**config.mk**
```make
export PLATFORM = sky130hd
export DESIGN_NAME = terminal_escape_mouse_parser
export DESIGN_NICKNAME = d
export VERILOG_FILES = /design/src/rtl/tem_pkg.sv /design/src/rtl/tem_parse_core.sv /design/src/rtl/tem_out_buf.sv /design/src/rtl/terminal_escape_mouse_parser.sv
export SDC_FILE = /design/constraint.sdc
export NUM_CORES = 1
export LEC_CHECK = 0
export BUFFER_PORTS_ARGS = -buffer_cell sky130_fd_sc_hd__buf_2
export CAP_MARGIN = 20
export CORE_MARGIN = 2
export CORE_UTILIZATION = 30
export CTS_BUF_LIST = sky130_fd_sc_hd__clkbuf_2 sky130_fd_sc_hd__clkbuf_4 sky130_fd_sc_hd__clkbuf_8
export CTS_CLUSTER_SIZE = 12
export DETAILED_ROUTE_END_ITERATION = 7
export PLACE_DENSITY = 0.48
export SLEW_MARGIN = 20
export SYNTH_ARGS = -nofsm -noshare
export SYNTH_HDL_FRONTEND = slang
export SYNTH_HIERARCHICAL = 1
export SYNTH_SLANG_ARGS = --single-unit
```
**constraint.sdc**
```tcl
create_clock -name clk -period 9.8 [get_ports clk]
set_input_delay 0.98 -clock clk [delete_from_list [all_inputs] [get_ports clk]]
set_output_delay 0.98 -clock clk [all_outputs]
set_load 0.01 [all_outputs]
```
**src/rtl/tem_pkg.sv**
```systemverilog
// ----------------------------------------------------------------------------
// tem_pkg: shared types and constants of the terminal escape / mouse parser
// Phase codes, event kinds, byte codes and the event word carried between
// the parser core and the output buffer.
// ----------------------------------------------------------------------------
`default_nettype none

package tem_pkg;

	// parser phase; unused codes behave as idle
	typedef enum logic [2:0] {
		PH_IDLE = 3'd0,
		PH_ESC  = 3'd1,
		PH_CSI  = 3'd2,
		PH_BTN  = 3'd3,
		PH_COL  = 3'd4,
		PH_ROW  = 3'd5
	} phase_t;

	localparam logic [1:0] KIND_KEY   = 2'd0;
	localparam logic [1:0] KIND_ESC   = 2'd1;
	localparam logic [1:0] KIND_MOUSE = 2'd2;

	localparam logic [7:0] CH_ESC    = 8'h1B;
	localparam logic [7:0] CH_LBRACK = 8'h5B; // '['
	localparam logic [7:0] CH_LT     = 8'h3C; // '<'
	localparam logic [7:0] CH_0      = 8'd48;
	localparam logic [7:0] CH_9      = 8'd57;
	localparam logic [7:0] CH_A      = 8'h41;
	localparam logic [7:0] CH_D      = 8'h44;

	localparam int          VAL_W   = 14;
	localparam logic [13:0] VAL_MAX = 14'd16383;

	typedef struct packed {
		logic [7:0]  mouse_status;
		logic [13:0] mouse_button;
		logic [14:0] mouse_y;
		logic [14:0] mouse_x;
		logic [7:0]  key_code;
		logic [1:0]  event_kind;
	} evt_t;

endpackage

`default_nettype wire

```
**src/rtl/tem_parse_core.sv**
```systemverilog
// ----------------------------------------------------------------------------
// tem_parse_core: byte parser state machine
// Holds the parse state, decodes one byte per accepted word and produces at
// most one event word for it, in the same cycle.
// ----------------------------------------------------------------------------
`default_nettype none

module tem_parse_core #(
	parameter int MAX_DIGITS = 4
) (
	input  wire logic          clk,
	input  wire logic          arst_n,
	input  wire logic          take,      // byte accepted this cycle
	input  wire logic [7:0]    in_byte,
	output logic               evt_valid, // event produced by this byte
	output tem_pkg::evt_t      evt
);

	tem_pkg::phase_t phase_q, phase_d;
	logic [2:0]  digit_count_q, digit_count_d;
	logic [13:0] field_value_q, field_value_d;
	logic [13:0] saved_button_q, saved_button_d;
	logic [13:0] saved_column_q, saved_column_d;

	logic        is_digit;
	logic [17:0] prod;
	logic [13:0] acc;
	logic [2:0]  cnt_inc;
	logic        field_done;
	logic [13:0] fin_val;
	logic [7:0]  term;

	// decimal accumulate with saturation
	assign is_digit   = (in_byte >= tem_pkg::CH_0) && (in_byte <= tem_pkg::CH_9);
	assign prod       = {4'd0, field_value_q} * 18'd10 + {14'd0, in_byte[3:0]};
	assign acc        = (prod > {4'd0, tem_pkg::VAL_MAX}) ? tem_pkg::VAL_MAX : prod[13:0];
	assign cnt_inc    = digit_count_q + 3'd1;
	assign field_done = !is_digit || (cnt_inc >= 3'(MAX_DIGITS));
	assign fin_val    = is_digit ? acc : field_value_q;
	assign term       = is_digit ? 8'd0 : in_byte;

	always_ff @(posedge clk or negedge arst_n) begin
		if (!arst_n) begin
			phase_q        <= tem_pkg::PH_IDLE;
			digit_count_q  <= 3'd0;
			field_value_q  <= 14'd0;
			saved_button_q <= 14'd0;
			saved_column_q <= 14'd0;
		end else if (take) begin
			phase_q        <= phase_d;
			digit_count_q  <= digit_count_d;
			field_value_q  <= field_value_d;
			saved_button_q <= saved_button_d;
			saved_column_q <= saved_column_d;
		end
	end

	always_comb begin
		phase_d        = tem_pkg::PH_IDLE;
		digit_count_d  = digit_count_q;
		field_value_d  = field_value_q;
		saved_button_d = saved_button_q;
		saved_column_d = saved_column_q;
		evt_valid      = 1'b0;
		evt            = '0;

		unique case (phase_q)
			tem_pkg::PH_ESC: begin
				phase_d = (in_byte == tem_pkg::CH_LBRACK) ? tem_pkg::PH_CSI
				                                          : tem_pkg::PH_IDLE;
			end
			tem_pkg::PH_CSI: begin
				if (in_byte == tem_pkg::CH_LT) begin
					phase_d       = tem_pkg::PH_BTN;
					digit_count_d = 3'd0;
					field_value_d = 14'd0;
				end else if (in_byte >= tem_pkg::CH_A && in_byte <= tem_pkg::CH_D) begin
					evt_valid      = 1'b1;
					evt.event_kind = tem_pkg::KIND_ESC;
					evt.key_code   = in_byte;
				end
			end
			tem_pkg::PH_BTN, tem_pkg::PH_COL, tem_pkg::PH_ROW: begin
				if (!field_done) begin
					phase_d       = phase_q;
					field_value_d = acc;
					digit_count_d = cnt_inc;
				end else begin
					digit_count_d = 3'd0;
					field_value_d = 14'd0;
					if (phase_q == tem_pkg::PH_BTN) begin
						saved_button_d = fin_val;
						phase_d        = tem_pkg::PH_COL;
					end else if (phase_q == tem_pkg::PH_COL) begin
						saved_column_d = fin_val;
						phase_d        = tem_pkg::PH_ROW;
					end else begin
						evt_valid        = 1'b1;
						evt.event_kind   = tem_pkg::KIND_MOUSE;
						evt.mouse_x      = {1'b0, saved_column_q} - 15'd1;
						evt.mouse_y      = {1'b0, fin_val} - 15'd1;
						evt.mouse_button = saved_button_q;
						evt.mouse_status = term;
					end
				end
			end
			default: begin
				if (in_byte == tem_pkg::CH_ESC) begin
					phase_d = tem_pkg::PH_ESC;
				end else begin
					evt_valid      = 1'b1;
					evt.event_kind = tem_pkg::KIND_KEY;
					evt.key_code   = in_byte;
				end
			end
		endcase
	end

endmodule

`default_nettype wire

```
**src/rtl/tem_out_buf.sv**
```systemverilog
// ----------------------------------------------------------------------------
// tem_out_buf: output register with skid stage
// Registers event words towards the master side; the skid entry holds one
// word pushed while the consumer stalls, after which ready drops.
// ----------------------------------------------------------------------------
`default_nettype none

module tem_out_buf (
	input  wire logic          clk,
	input  wire logic          arst_n,
	input  wire logic          push,      // new word, only while ready
	input  wire tem_pkg::evt_t push_evt,
	output logic               ready,
	output logic               out_valid,
	input  wire logic          out_ready,
	output tem_pkg::evt_t      out_evt
);

	logic          out_valid_q, skid_valid_q;
	tem_pkg::evt_t out_q, skid_q;
	logic          load_out;

	assign ready     = !skid_valid_q;
	assign out_valid = out_valid_q;
	assign out_evt   = out_q;
	assign load_out  = !out_valid_q || out_ready;

	always_ff @(posedge clk or negedge arst_n) begin
		if (!arst_n) begin
			out_valid_q  <= 1'b0;
			skid_valid_q <= 1'b0;
		end else if (load_out) begin
			out_valid_q  <= skid_valid_q || push;
			skid_valid_q <= 1'b0;
		end else if (push) begin
			skid_valid_q <= 1'b1;
		end
	end

	always_ff @(posedge clk) begin
		if (load_out) begin
			out_q <= skid_valid_q ? skid_q : push_evt;
		end else if (push) begin
			skid_q <= push_evt;
		end
	end

endmodule

`default_nettype wire

```
**src/rtl/terminal_escape_mouse_parser.sv**
```systemverilog
// ----------------------------------------------------------------------------
// terminal_escape_mouse_parser: terminal key, CSI arrow and SGR mouse decoder
// Each event word reaches the master side from the output register; it waits in the skid entry on a stall.
// Throughput: one byte per cycle while s_axis_tready is high; the parse state updates in the accept cycle.
// The slave side stalls only while both the output and skid words are full.
// Reset (arst_n low, asynchronous): idle phase, fields cleared, no words held.
// ----------------------------------------------------------------------------
`default_nettype none

module terminal_escape_mouse_parser #(
	parameter int MAX_DIGITS = 4 // digits per decimal field, 1 to 6
) (
	input  wire logic        clk,
	input  wire logic        arst_n,
	// byte stream in
	input  wire logic        s_axis_tvalid,
	output logic             s_axis_tready,
	input  wire logic [7:0]  s_axis_tdata,  // [7:0] in_byte
	// event stream out
	output logic             m_axis_tvalid,
	input  wire logic        m_axis_tready,
	output logic [63:0]      m_axis_tdata,  // [7:0] key_code, [22:8] mouse_x,
	                                        // [37:23] mouse_y, [51:38] mouse_button,
	                                        // [59:52] mouse_status, [63:60] zero
	output logic [1:0]       m_axis_tuser   // [1:0] event_kind
);

	logic          take;
	logic          evt_valid;
	tem_pkg::evt_t evt;
	tem_pkg::evt_t out_evt;

	// a word is taken whenever the skid entry is free; the core always keeps up
	assign take = s_axis_tvalid && s_axis_tready;

	tem_parse_core #(
		.MAX_DIGITS (MAX_DIGITS)
	) u_core (
		.clk       (clk),
		.arst_n    (arst_n),
		.take      (take),
		.in_byte   (s_axis_tdata),
		.evt_valid (evt_valid),
		.evt       (evt)
	);

	// only bytes that finish an event push a word
	tem_out_buf u_obuf (
		.clk       (clk),
		.arst_n    (arst_n),
		.push      (take && evt_valid),
		.push_evt  (evt),
		.ready     (s_axis_tready),
		.out_valid (m_axis_tvalid),
		.out_ready (m_axis_tready),
		.out_evt   (out_evt)
	);

	assign m_axis_tuser = out_evt.event_kind;
	assign m_axis_tdata = {4'd0, out_evt.mouse_status, out_evt.mouse_button,
	                       out_evt.mouse_y, out_evt.mouse_x, out_evt.key_code};

endmodule

`default_nettype wire
```
======== Yosys cells after proc, flatten, opt, wreduce, memory -nomap -nowiden ========
Cells that the tools add are included.
word-level totals
  flip-flop bits (word level) ............. 174
  bits of input ports ..................... 12
  output and inout bits ................... 68
  word-level logic and storage cells ...... 99
operators by class
  add/sub/neg operators ................... 4
  multipliers ............................. 1
  magnitude comparators ................... 6
  equality and inequality tests ........... 10
  mux-type cells .......................... 38
  bitwise operators ....................... 2
  reduce and logical (&&, ||, !) cells .... 19
operators with widths
  cell                                                                count
  two-way mux 52 bit                                                  4
  two-way mux 62 bit                                                  1
  two-way mux 14 bit                                                  4
  two-way mux 10 bit                                                  3
  subtractor 14 x 1 -> 15 bit (second input constant)                 2
  case mux 14 bit (2 select lines)                                    1
  adder 18 x 4 -> 18 bit                                              1
  > comparator 18 x 14 -> 1 bit (second input constant)               1
  multiplier 14 x 3 -> 17 bit (second input constant)                 1
  case mux 8 bit (2 select lines)                                     1
  two-way mux 3 bit                                                   5
  two-way mux 2 bit                                                   5
  two-way mux 1 bit                                                   9
  case mux 3 bit (3 select lines)                                     1
  == test 8 x 5 -> 1 bit (second input constant)                      1
  == test 8 x 6 -> 1 bit (second input constant)                      1
  == test 8 x 7 -> 1 bit (second input constant)                      1
  greater-or-equal comparator 8 x 6 -> 1 bit (second input constant)  1
  greater-or-equal comparator 8 x 7 -> 1 bit (second input constant)  1
  <= comparator 8 x 6 -> 1 bit (second input constant)                1
  <= comparator 8 x 7 -> 1 bit (second input constant)                1
  two-way mux 8 bit                                                   1
  == test 3 x 2 -> 1 bit (second input constant)                      2
  == test 3 bit (second input constant)                               2
  other kinds (18)                                                    29

======== Logic depth before layout (Yosys ltp) ========
Gate-level depths: netlist of the first run.
  word-level depth ........................ 11
  depth in mapped cells ................... 21
  mapped depth without buffers ............ 19

======== Modules after synthesis ========
The synthesis of the first run kept the hierarchy.
modules (own cells, without submodules)
  module                        times used  cells an instance  area an instance (sq um)
  tem_out_buf                   1           202                4,849.7
  tem_parse_core                1           517                4,319.1
  terminal_escape_mouse_parser  1           7                  46.3

======== Least setup slack after synthesis of the first run ========
No wires, ideal clock.
  path type ............................... input to register
  from .................................... input port m_axis_tready
  to ...................................... register u_obuf/skid_q[0] (netlist name), enable pin
  arrival time ............................ 5.283 ns
  data required time ...................... 9.318 ns
  path slack .............................. 4.035 ns
  stages .................................. 2
  cells stage by stage .................... nand2b_1 nor2_1
on the way
  longest elaborated chain between the ends .. 3
RTL lines
  what                           RTL line                            RTL
  from (decl)                    terminal_escape_mouse_parser.sv:21  input wire logic m_axis_tready,
  logical OR 1 bit               tem_out_buf.sv:26                   assign load_out = !out_valid_q || out_ready;
  inverter 1 bit (no line)       -
  AND reduction 2 bit (no line)  -
  to (signal assigned)           tem_out_buf.sv:44                   skid_q <= push_evt;
  to (decl)                      tem_out_buf.sv:20                   tem_pkg::evt_t out_q, skid_q;
Every way passes these cells.
A chain may end at the register's enable or synchronous reset.

==> flow_results.org, run 1 <==
** Place
- Routability-driven placement finished with a final weighted congestion of 0.829.
- Placed Instance Area :: 9840 um^2
- The wire-length estimate of the detail-placed layout is 14.1 mm.
- Buffers placed on the I/O ports in this run total 75.

** Critical path
- The endpoint identified for the worst register-to-register timing path is u_obuf/out_evt[35]$_DFFE_PP_.
- Worst Reg2Reg Path Length in Cells :: 19
- Buf+Inv Stages, Crit Path :: 1
- On the critical path the largest part of the delay comes from simple AND/OR/NAND/NOR gates.
- Maximum single-stage delay on the critical path :: 520 ps
- By startpoint and endpoint, the worst setup path is classified as flip-flop to flip-flop.
- Type of destination of the critical path :: flip-flop
- CP startpoint kind :: flip-flop
- Data required, critical path :: 10010 ps
- Cell chain of the critical path :: ha_1 > ha_1 > fa_1 > a21o_1 > a221oi_2 > xnor2_2 > or4b_4 > nor4_2 > mux2i_1 > o21ai_2 > nand2_2 > nor2_1 > o21ai_0 > inv_1 > ha_1 > and3_1 > a31o_1 > a21oi_1 > mux2_4
- Source of the critical timing path :: u_core/field_value_q[1]$_DFFE_PN0P_
- Critical-path maximum fanout :: 12
- Most common cell on crit path :: sky130_fd_sc_hd__ha_1
- Data arrives at the worst endpoint at 6060 ps.
- Slowest CP cell :: sky130_fd_sc_hd__or4b_4
- In this run the critical register-to-register path is launched from u_core/field_value_q[1]$_DFFE_PN0P_.
- Across all register-to-register paths, the minimum setup slack is 3940 ps.

** Synth
- Largest area contributor in the synthesized netlist :: sky130_fd_sc_hd__edfxtp_1
- Counting distinct cell types in the post-synthesis netlist gives 74.
- Basic-gate share of the synthesized area counting and, or, nand and nor cells :: 12.6%
- Most used flip-flop cell after synthesis :: sky130_fd_sc_hd__edfxtp_1
- Fraction of synthesized cell area in xor and xnor cells :: 3.22%
- After synthesis, the mean cell area works out to 12.7 um^2.
- Leading cell types by total area after synthesis :: sky130_fd_sc_hd__edfxtp_1 40%, sky130_fd_sc_hd__dfrtp_1 14%, sky130_fd_sc_hd__mux2_4 9.5%
- Count of mapped cells out of synthesis :: 726
- Number of storage elements in the synthesis netlist :: 174
- Of the post-synthesis cell area, the part taken by muxes is 12.3%.
- After synthesis, the largest family of logic cells by area is simple AND/OR/NAND/NOR gates.
- Area fraction of the dominant cell type after synthesis :: 40.4%
- The mapped netlist covers 9220 um^2.
- Synthesis Warnings :: 6
- Post-synthesis compound-gate area fraction :: 9.41%
- The synthesized netlist devotes 4.51% of its cell area to adder and majority cells.
- Asr flop ratio synth :: 28.7%
- Count of flip-flops with a built-in enable after synthesis :: 124
- Register area share after synthesis :: 54.0%

** Drt
- The pre-antenna-repair detailed-routing pass consisted of 6 iterations.
- Dividing the detail-routed via count by the number of cells gives 4.77.
- # DRC :: 0
- Via count :: 5710
- Once detail routing completed, the nets flagged for antenna violations numbered 0.
- In the final routed layout, each cell accounts on average for 16.4 um.
- Final wirelength :: 19.6 mm
- Detailed router's first-iteration violation count :: 396

** Timing
- Setup repair after global routing missed its margin :: false
- The worst pin sits at a relative slew slack of 34.8%.
- For this run, the top clock speed supported by timing is 0.171 GHz.
- Final sum of negative setup slack :: 0 ps
- Share of the clock period used by the worst path after layout :: 59.7%
- Finish-stage setup viols :: 0
- Setup Skew :: 18.5 ps
- After layout, the minimum clock period comes to 5860 ps.
- The final-report hold violation count came to 0.
- The max-slew violation count was 0.
- Actual slew at the worst max-slew pin :: 976 ps

** Floorplan
- Die Footprint :: 32100 um^2
- Core Area :: 30400 um^2
- From left edge to right edge, the die measures 179 um.
- For this configuration, the core starts out at a cell density of 30.3%.
- The die is 179 um tall.
- Count of standard-cell rows :: 64
- For this design the top-level I/O count stands at 80.

** Clock network
- Number of clock buffers inserted by TritonCTS :: 17
- Clock tree from TritonCTS :: yes
- H-tree depth :: 4
- The root buffer cell chosen for the clock tree is sky130_fd_sc_hd__clkbuf_8.
- Number of post-CTS setup repair buffers :: 0
- Clk pin slew, worst setup/hold paths :: 90 ps
- Counting every sink on the clock net gives 174.
- Worst skew pair latency :: 460 ps
- The clock passes through at most 2 buffers.
- Gates resized during post-CTS repair numbered 0.
- In this run, post-CTS hold repair placed 0 buffers.

** Cells and area
- Final design instance area without fill :: 10200 um^2
- Share of cells above drive strength 1 :: 27.2%
- Number of nets in the layout :: 834
- The number of antenna diodes in the final layout is 0.
- Area growth, synth to finish :: 10.6%

** Power and ir drop
- Sw power :: 615 uW
- Share of total power in sequential cells :: 50.9%
- Combinational logic burns 26.4% of the power.
- In this run the power density over the cells is 200 nW/um^2.
- Max IR drop VDD :: 0.0693 mV
- Internal power comes to 1420 uW.
- The analysis attributes to cell leakage a power of 0.00448 uW.
- The clock network is responsible for 22.7% of the overall power.
- Fraction of power spent switching nets :: 30.2%

** Min path
- Along the worst hold path, the cell count comes to 2.
- Kind of path behind the tightest hold check :: flip-flop to flip-flop
- The worst hold path terminates at u_core/saved_button_q[2]$_DFFE_PN0P_.
- Beginning of the worst hold path :: u_core/saved_button_q[2]$_DFFE_PN0P_

** Global route
- Maximum number of pins on one net before global-route repair :: 65
- The number of global-route vias before repair was 5701.
- Overall Global Routing Usage :: 12.8%
- Initial antenna violation count :: 0
- Remaining global-route overflow :: 0
- First-pass GRT wire length :: 31.7 mm

** Run
- The tool flagged a number of max-cap violations equal to 0.

** Run status
- The run finished with clean final reports.
tightest hold or removal path, delay by kind of cell (launching register included):
family | cells | cell delay, ps
AOI/OAI and AO/OA | 1 | 50
DFF | 1 | 340
and+or+nand+nor | 1 | 40
metal layers:
layer | share of wire [%] | up-vias | routed length (um) | GRT usage [%]
met5 | 0 | - | 0 | 0
met4 | 2.4 | 0 | 471 | 4.87
li1 | - | 2812 | - | -
met2 | 46 | 109 | 8980 | 20.0
met3 | 4.0 | 23 | 792 | 2.50
met1 | 48 | 2766 | 9380 | 17.5
how the worst max path moves through the flow:
stage | end | slack [ps] | cells past startpoint
final | u_obuf/out_evt[35]$_DFFE_PP_ | 3940 | 19
after global routing | u_obuf/out_evt[35]$_DFFE_PP_ | 3510 | 19
after CTS | u_obuf/out_evt[35]$_DFFE_PP_ | 3960 | 19
after detailed placement | u_obuf/out_evt[35]$_DFFE_PP_ | 3970 | 19
after global placement | u_obuf/out_evt[37]$_DFFE_PP_ | 4120 | 19
after floorplan | u_obuf/skid_q[0]$_DFFE_PP_ | 4040 | 2
cell usage after synthesis, drive strengths merged, types with 2 or more instances:
master   instances
nand2           57
nor2b            2
or4              2
inv             14
a211oi           4
dfrtp           50
and2            13
buf             20
or3              3
or2              3
o31ai            3
ha              30
nor2            58
fa               2
a21oi           24
a221oi           2
nor3            13
nand4           10
mux2i            6
and3            31
nor3b            2
a22o             3
nand2b           3
a21o            12
xor2            13
o2111ai          2
o21a             4
nand3           13
mux2            76
o21ai           44
nor4             8
clkbuf          18
nor4b            3
a21boi           4
o211ai           3
edfxtp         124
xnor2           20
a31oi            8
a31o             4
o211a            2
a41o             2
layout make-up:
type / count / area, um^2
multi-input combinational: 503 / 3900
inverter: 14 / 52.6
clock buffer: 21 / 264
clock inverter: 10 / 92.6
fill: 3087 / 20200
tap: 396 / 495
timing repair buffer: 80 / 413
sequential: 174 / 4980
sequential cells by signal (all words and copies together), names as in the netlist, 3 cells and up:
signal,flops
u_core/saved_column_q,14
u_core/digit_count_q,3
u_core/phase_q,3
u_core/saved_button_q,14
u_core/field_value_q,14
u_obuf/skid_q,62
u_obuf/out_evt,62
kinds of logic (layout without fill, tap and decap cells):
logic type / Yosys count / in the layout
compound gates: 126 / 126
buf+inv: 52 / 125
flops: 174 / 174
fa+ha+maj: 32 / 32
simple gates: 226 / 226
xor+xnor: 33 / 33
mux: 82 / 82
other cells: 1 / 4
placed cells by master, fill, tap and decap left out, types with 4 or more instances in the layout:
cell type	instances
sky130_fd_sc_hd__o21a_1	4
sky130_fd_sc_hd__buf_2	75
sky130_fd_sc_hd__ha_1	30
sky130_fd_sc_hd__a21oi_1	24
sky130_fd_sc_hd__nor2_1	57
sky130_fd_sc_hd__edfxtp_1	124
sky130_fd_sc_hd__xnor2_1	19
sky130_fd_sc_hd__nor3_1	12
sky130_fd_sc_hd__nand2_1	56
sky130_fd_sc_hd__mux2_2	18
sky130_fd_sc_hd__inv_1	14
sky130_fd_sc_hd__mux2_4	58
sky130_fd_sc_hd__nand3_1	13
sky130_fd_sc_hd__clkbuf_4	4
sky130_fd_sc_hd__dfrtp_1	49
sky130_fd_sc_hd__nor4_1	7
sky130_fd_sc_hd__mux2i_1	6
sky130_fd_sc_hd__o21ai_0	41
sky130_fd_sc_hd__xor2_1	13
sky130_fd_sc_hd__clkbuf_8	17
sky130_fd_sc_hd__a21o_1	10
sky130_fd_sc_hd__and3_1	29
sky130_fd_sc_hd__nand4_1	10
sky130_fd_sc_hd__a211oi_1	4
sky130_fd_sc_hd__and2_1	12
sky130_fd_sc_hd__a31oi_1	5
sky130_fd_sc_hd__conb_1	4
sky130_fd_sc_hd__buf_4	5
per-stage QoR:
step                      hold WS (ps)  setup slack [ps]  utilization [%]  cells  power (uW)
final                              473              3940             33.5   1198        2040
after global routing               515              3510             33.5   1198        2170
after CTS                          485              3960             33.5   1198        2070
after detailed placement           464              3970             32.3   1167        1610
after global placement             455              4120             32.3   1167        1600
after floorplan                    442              4040                -    729        1450
power by group through the flow:
| stage | combinational (uW) | sequential (uW) | clock (uW) |
|---|---|---|---|
| final | 539 | 1040 | 462 |
| after global routing | 600 | 1060 | 511 |
| after CTS | 548 | 1040 | 482 |
| after detailed placement | 546 | 1060 | 0 |
| after global placement | 545 | 1060 | 0 |
| after floorplan | 360 | 1090 | 0 |
Power figures use the tool's default switching activity.
==> inputs of run 2 (changes only) <==
==> constraint.sdc (replaced) <==
create_clock -name clk -period 5.9 [get_ports clk]
set_input_delay 0.59 -clock clk [delete_from_list [all_inputs] [get_ports clk]]
set_output_delay 0.59 -clock clk [all_outputs]
set_load 0.01 [all_outputs]
==> run 2 against run 1 <==
  * Critical path depth stayed put
  * Setup slack lost 3500 ps
  * Sequential power grew 65%
  * Non-clock buffer count up 13
  * Die area unchanged
  * Critical path type unchanged
==> flow_results.org, run 2 (same netlist as run 1, synthesis figures left out) <==
** Cells and area
- The number of antenna diodes in the final layout is 0.
- The finished cells cover 10300 um^2.
- Number of nets in the layout :: 847
- Most common library cell in the layout ignoring fill and taps :: sky130_fd_sc_hd__edfxtp_1
- Area growth, synth to finish :: 12.1%
- Share of cells above drive strength 1 :: 28.6%
- Highest-count cells in the layout ignoring fill and taps :: 124 x sky130_fd_sc_hd__edfxtp_1, 75 x sky130_fd_sc_hd__buf_2, 58 x sky130_fd_sc_hd__mux2_4, 57 x sky130_fd_sc_hd__nor2_1, 56 x sky130_fd_sc_hd__nand2_1

** Timing
- The final critical path takes up 92.3% of the cycle.
- The final-report hold violation count came to 0.
- Final sum of negative setup slack :: 0 ps
- At the pin with the least slew margin, the transition time is 896 ps.
- Setup violations remaining at the end of the flow were counted as 0.
- Achievable Freq :: 0.184 GHz
- Final number of max-transition violations :: 0
- Setup repair after global routing missed its margin :: false
- Clock period minus worst slack :: 5440 ps
- Setup Skew :: 20.1 ps
- The worst pin sits at a relative slew slack of 39.7%.

** Drt
- Final wirelength :: 19.8 mm
- Routed via count divided by cell count :: 4.77
- Iteration count of the initial detailed-routing pass :: 7
- Via count :: 5776
- Once detail routing completed, the nets flagged for antenna violations numbered 0.
- For this block, the initial DRC count from the detailed router was 358.
- In the final routed layout, each cell accounts on average for 16.3 um.
- After detailed routing, the number of remaining DRC violations is 0.

** Critical path
- Critical-path maximum fanout :: 9
- Kind of cell adding the most delay to the critical path :: simple AND/OR/NAND/NOR gates
- Across all register-to-register paths, the minimum setup slack is 460 ps.
- The endpoint identified for the worst register-to-register timing path is u_obuf/out_evt[29]$_DFFE_PP_.
- Counting buffers and inverters, the worst setup path is 19 cells deep.
- Counting both buffers and inverters, the worst setup path holds a total of 1.
- Counting stages on the worst path, the most repeated cell is sky130_fd_sc_hd__ha_1.
- Destination of the critical timing path :: u_obuf/out_evt[29]$_DFFE_PP_
- On the worst path, the slowest cell contributes a delay of 520 ps.
- Endpoint arrival time on the critical path :: 5650 ps
- Type of destination of the critical path :: flip-flop
- The critical path starts at u_core/field_value_q[1]$_DFFE_PN0P_.
- Data required, critical path :: 6100 ps
- The number of cells on the worst reg-to-reg path is 19.
- Reg2Reg Launch Point :: u_core/field_value_q[1]$_DFFE_PN0P_
- CP startpoint kind :: flip-flop
- Worst Setup Path Type :: flip-flop to flip-flop
- The slowest stage of the critical path belongs to the cell sky130_fd_sc_hd__or4b_4.
- The critical path goes through ha_1 > ha_1 > fa_1 > a21o_1 > a221oi_2 > xnor2_2 > or4b_4 > nor4b_1 > o21ai_1 > o211a_1 > nand2_2 > nor2_1 > o21ai_0 > inv_1 > ha_1 > and3_1 > xnor2_1 > nor2_1 > mux2_4.

** Place
- Once detailed placement completed, the half-perimeter wirelength came to 14.1 mm.
- In this run the tool buffered the top-level ports with 75 buffer cells.
- The congestion estimate from routability-driven global placement came to 0.828.
- Once placement finished, the instance area stood at 9940 um^2.

** Floorplan
- The die covers 32100 um^2.
- Overall die height :: 179 um
- The initial utilization of the core area, before any placement, comes to 30.3%.
- 80 I/O pins were placed.
- The die is 179 um wide.
- Core Area :: 30400 um^2
- Count of standard-cell rows :: 64

** Power and ir drop
- Power density normalized to cell area :: 336 nW/um^2
- The design draws 3470 uW.
- Leakage dissipation :: 0.00457 uW
- Max IR drop VDD :: 0.149 mV

** Clock network
- CTS Hold Bufs :: 0
- The tree is rooted in a sky130_fd_sc_hd__clkbuf_8.
- After clock tree synthesis, the clock-pin slew on the worst setup and hold paths is 90 ps.
- Clock tree buffer depth :: 2
- TritonCTS created 17 clock buffers.
- H-tree depth :: 4
- Clock tree from TritonCTS :: yes
- Resized Gates After CTS :: 0
- For this design, the sink count on the clock tree is 174.
- The later pin in the worst-skew pair is clocked with a latency of 460 ps.
- The number of setup buffers added after CTS is 0.

** Run
- Across the run, the number of max-cap violations was 0.

** Global route
- Global routing finished with a remaining overflow of 0.
- Vias in the first global route :: 5686
- The initial antenna violation count was 0.
- The first global-routing pass estimated 31.7 mm of wire.
- Entering global routing, the biggest net connects 66 pins.
- Overall Global Routing Usage :: 12.8%

** Run status
- Result of the run :: completed

** Min path
- Kind of path behind the tightest hold check :: input port to asynchronous set/reset pin
run 2: per-stage QoR:
step	hold slack, ps	setup slack, ps	utilization, %	std cells
floorplan	294	525	-	729
global placement	457	659	32.7	1180
detailed placement	462	515	32.7	1180
CTS	238	475	34.0	1212
global route	257	141	34.0	1212
finish	228	455	34.0	1212
run 2: cell type report:
type	count	area (um^2)
clock inverter	10	113
fill	3042	20100
multi-input combinational	503	3900
inverter	14	52.6
tap	396	495
timing repair buffer	93	510
sequential	174	4980
clock buffer	22	284
run 2: worst min-delay path by stage:
stage | slack, ps | endpoint | cells past startpoint
3_5_place_dp | 460 | u_core/saved_button_q[9]$_DFFE_PN0P_ | 2
4_1_cts | 240 | u_core/saved_column_q[5]$_DFFE_PN0P_ | 2
3_3_place_gp | 460 | u_core/saved_button_q[8]$_DFFE_PN0P_ | 2
2_1_floorplan | 290 | u_core/digit_count_q[0]$_DFFE_PN0P_ | 0
5_1_grt | 260 | u_core/saved_column_q[12]$_DFFE_PN0P_ | 2
6_report | 230 | u_core/saved_column_q[12]$_DFFE_PN0P_ | 2
run 2: per-layer routing:
metal,vias to the layer above,GRT usage [%],part of all wire (%)
li1,2833,-,-
met4,0,4.07,1.6
met3,19,2.27,3.5
met2,112,20.4,47
met1,2812,17.5,48
met5,-,0,0
run 2: power breakdown:
part / switching, uW / total, uW / leakage, uW / internal, uW
sequential: 108 / 1720 / 0.00196 / 1620
combinational: 502 / 902 / 0.00240 / 400
clock: 428 / 841 / 0.000212 / 413
==> inputs of run 3 (changes only) <==
--- a/config.mk
+++ b/config.mk
@@ -5,6 +5,7 @@
 export SDC_FILE = /design/constraint.sdc
 export NUM_CORES = 1
 export LEC_CHECK = 0
+export ABC_AREA = 1
 export BUFFER_PORTS_ARGS = -buffer_cell sky130_fd_sc_hd__buf_2
 export CAP_MARGIN = 20
 export CORE_MARGIN = 2
==> run 3 against run 2 <==
  * Maximum frequency up 15%
  * Die area up 0.93%
  * Register-to-register slack better by 710 ps
  * Highest routed layer unchanged
==> flow_results.org, run 3 <==
** Min path
- The min-delay analysis places its worst path in the category input port to asynchronous set/reset pin.

** Synth
- After synthesis the netlist holds a flip-flop and latch count of 174.
- Cell area after synthesis :: 9300 um^2
- Ranked by total cell area, the synthesized netlist is headed by sky130_fd_sc_hd__edfxtp_1 40%, sky130_fd_sc_hd__nand2_1 16%, sky130_fd_sc_hd__dfrtp_1 13%.
- Most common cell in the netlist :: sky130_fd_sc_hd__nand2_1
- After synthesis, the largest area contributor takes up 40.0% of total cell area.
- The synthesized netlist contains 39 unique library cells.
- For this run, asynchronously set or reset flops after synthesis account for 28.7%.
- Largest area contributor in the synthesized netlist :: sky130_fd_sc_hd__edfxtp_1
- During synthesis, Yosys emitted a total of 6 warnings.
- Most used flip-flop cell after synthesis :: sky130_fd_sc_hd__edfxtp_1
- The share of the Yosys chip area taken by registers is 53.5%.
- Synthesized area per cell :: 8.60 um^2
- Count of flip-flops with a built-in enable after synthesis :: 124
- Post-synth top cells :: 386 x sky130_fd_sc_hd__nand2_1, 127 x sky130_fd_sc_hd__inv_1, 124 x sky130_fd_sc_hd__edfxtp_1
- Count of mapped cells out of synthesis :: 1082

** Cells and area
- The post-route netlist has 14.7% of its cells at a drive strength greater than 1.
- After the last flow step, the layout net total stands at 1196.
- Most common library cell in the layout ignoring fill and taps :: sky130_fd_sc_hd__nand2_1
- Number of non-filler instances in the completed layout :: 1561
- In the layout the commonest cells are 385 x sky130_fd_sc_hd__nand2_1, 127 x sky130_fd_sc_hd__inv_1, 124 x sky130_fd_sc_hd__edfxtp_1, 94 x sky130_fd_sc_hd__nor2_1, 75 x sky130_fd_sc_hd__buf_2.
- Area growth, synth to finish :: 11.8%
- # diodes :: 0

** Global route
- The first global-routing pass estimated 36.1 mm of wire.
- Overall Global Routing Usage :: 14.0%
- Remaining global-route overflow :: 0
- The initial antenna violation count is 0.
- The number of global-route vias before repair was 6720.
- Maximum number of pins on one net before global-route repair :: 65

** Critical path
- The slowest stage of the critical path is the sky130_fd_sc_hd__fa_1 cell.
- The setup path with the least slack is of type flip-flop to flip-flop.
- Critical-path maximum fanout :: 22
- The largest single stage delay on the critical path is 620 ps.
- STA classifies the critical path startpoint as a flip-flop.
- Most common cell on crit path :: sky130_fd_sc_hd__nand2_1
- Data required, critical path :: 6230 ps
- Type of destination of the critical path :: flip-flop
- Endpoint arrival time on the critical path :: 5070 ps

** Place
- Total instance count after detailed placement :: 1529
- Post-placement worst setup slack :: 1180 ps
- Input/output buffers :: 75
- Final HPWL from detailed placement :: 15.8 mm
- The congestion estimate from routability-driven global placement came to 0.830.

** Timing
- The clock arrives with 10.3 ps of skew.
- In this run the tightest slew margin relative to its limit is 40.6%.
- Final sum of negative setup slack :: 0 ps
- Final Hold Vio Count :: 0
- Setup slack closes at 1160 ps.
- Actual slew at the worst max-slew pin :: 889 ps
- Final hold slack :: 239 ps
- The worst path uses 80.3% of the clock period.
- Final number of max-transition violations :: 0
- Finish-stage setup viols :: 0
- The clock period could shrink to 4740 ps.
- Setup repair after global routing left no endpoint under its margin.
- Achievable Freq :: 0.211 GHz

** Clock network
- The H-tree generated during clock tree synthesis spans 4 levels.
- The clock reaches the later pin of the worst-skew pair after 460 ps.
- TritonCTS built the clock tree.
- CTS Hold Bufs :: 0
- Sinks on the clock net :: 174
- Clock tree buffer depth :: 2
- Resized Gates After CTS :: 0
- In this run the post-CTS setup repair buffer count came out at 0.
- Clk pin slew, worst setup/hold paths :: 90 ps
- The tree is rooted in a sky130_fd_sc_hd__clkbuf_8.
- The number of clock buffers added by TritonCTS is 17.

** Drt
- After detailed routing, the number of vias per cell comes to 4.46.
- In the routed design, unresolved DRC markers number 0.
- Iteration count of the initial detailed-routing pass :: 5
- The count of nets left with antenna violations once routing finished came out at 0.
- Summed over all layers, the routed wires come to 22.1 mm.
- Detailed router's first-iteration violation count :: 478
- Average detailed-routed wire length per instance :: 14.2 um
- The final route contains 6962 vias.

** Floorplan
- Core Area :: 30600 um^2
- In this run the count of I/O pins placed on the die edge is 80.
- Die Footprint :: 32400 um^2
- Overall die height :: 180 um
- Once the floorplan was initialized, standard cells occupied 30.4% of the core.
- After floorplanning, the core was divided into 64 placement rows.
- Width of the chip :: 180 um

** Run
- Max capacitance violation total :: 0

** Run status
- The run finished with clean final reports.

** Power and ir drop
- Power density normalized to cell area :: 377 nW/um^2
- Max IR drop VDD :: 0.126 mV
- Leakage dissipation :: 0.00508 uW
-- run 3: kinds of logic after synthesis --
kind of cell,Yosys count,synth area share (%)
AND/OR/NAND/NOR,612,27.8
flip-flops,174,53.5
buffers and inverters,166,7.90
AO/OA/AOI/OAI,81,4.83
adder cells (fa/ha/maj),32,4.47
XOR/XNOR,15,1.41
other,1,0.0403
multiplexers,1,0.108
-- run 3: critical path: cells and delay by family, from the launching register on --
kind                     cells  cell delay [ps]
AND/OR/NAND/NOR             22             2730
adder cells (fa/ha/maj)      4             1410
flip-flops                   1              440
-- run 3: worst paths after layout --
kind	end	cells past startpoint	from	slack, ps
worst min-delay path	u_core/saved_button_q[4]$_DFFE_PN0P_	2	arst_n	240
worst max register to register	u_obuf/out_evt[39]$_DFFE_PP_	26	u_core/field_value_q[1]$_DFFE_PN0P_	1160
worst max-delay path	u_obuf/out_evt[39]$_DFFE_PP_	26	u_core/field_value_q[1]$_DFFE_PN0P_	1160
min in group clk	u_core/saved_button_q[7]$_DFFE_PN0P_	2	u_core/saved_button_q[7]$_DFFE_PN0P_	490
max in group asynchronous	u_obuf/skid_valid_q$_DFFE_PN0P_	2	arst_n	5200
worst min register to register	u_core/saved_button_q[7]$_DFFE_PN0P_	2	u_core/saved_button_q[7]$_DFFE_PN0P_	490
-- run 3: per-layer routing --
layer	up-vias	track usage, %	share of wire, %
met4	0	4.71	1.7
li1	3616	-	-
met3	21	2.67	2.9
met5	-	0	0
met2	101	22.6	46
met1	3224	19.0	50
-- run 3: where the power goes --
part           leakage (uW)  total, uW  switching [uW]  internal, uW
Clock              0.000195        841             459           381
Sequential          0.00192       1840             113          1720
Combinational       0.00296       1240             839           399
Total               0.00508       3920            1410          2510
-- run 3: layout make-up --
class                      instances  area, um^2
clock inverter                    15         159
fill                            3266       20200
clock buffer                      17         234
inverter                         133         504
multi-input combinational        745        3610
timing repair buffer              81         420
tap                              396         495
sequential                       174        4980
-- run 3: metrics by stage --
| stage | util, % | power [uW] | area, um^2 |
|---|---|---|---|
| 2_1_floorplan | - | 2700 | 9310 |
| 3_3_place_gp | 32.7 | 3130 | 10000 |
| 3_5_place_dp | 32.7 | 3130 | 10000 |
| 4_1_cts | 34.0 | 3980 | 10400 |
| 5_1_grt | 34.0 | 4210 | 10400 |
| 6_report | 34.0 | 3920 | 10400 |
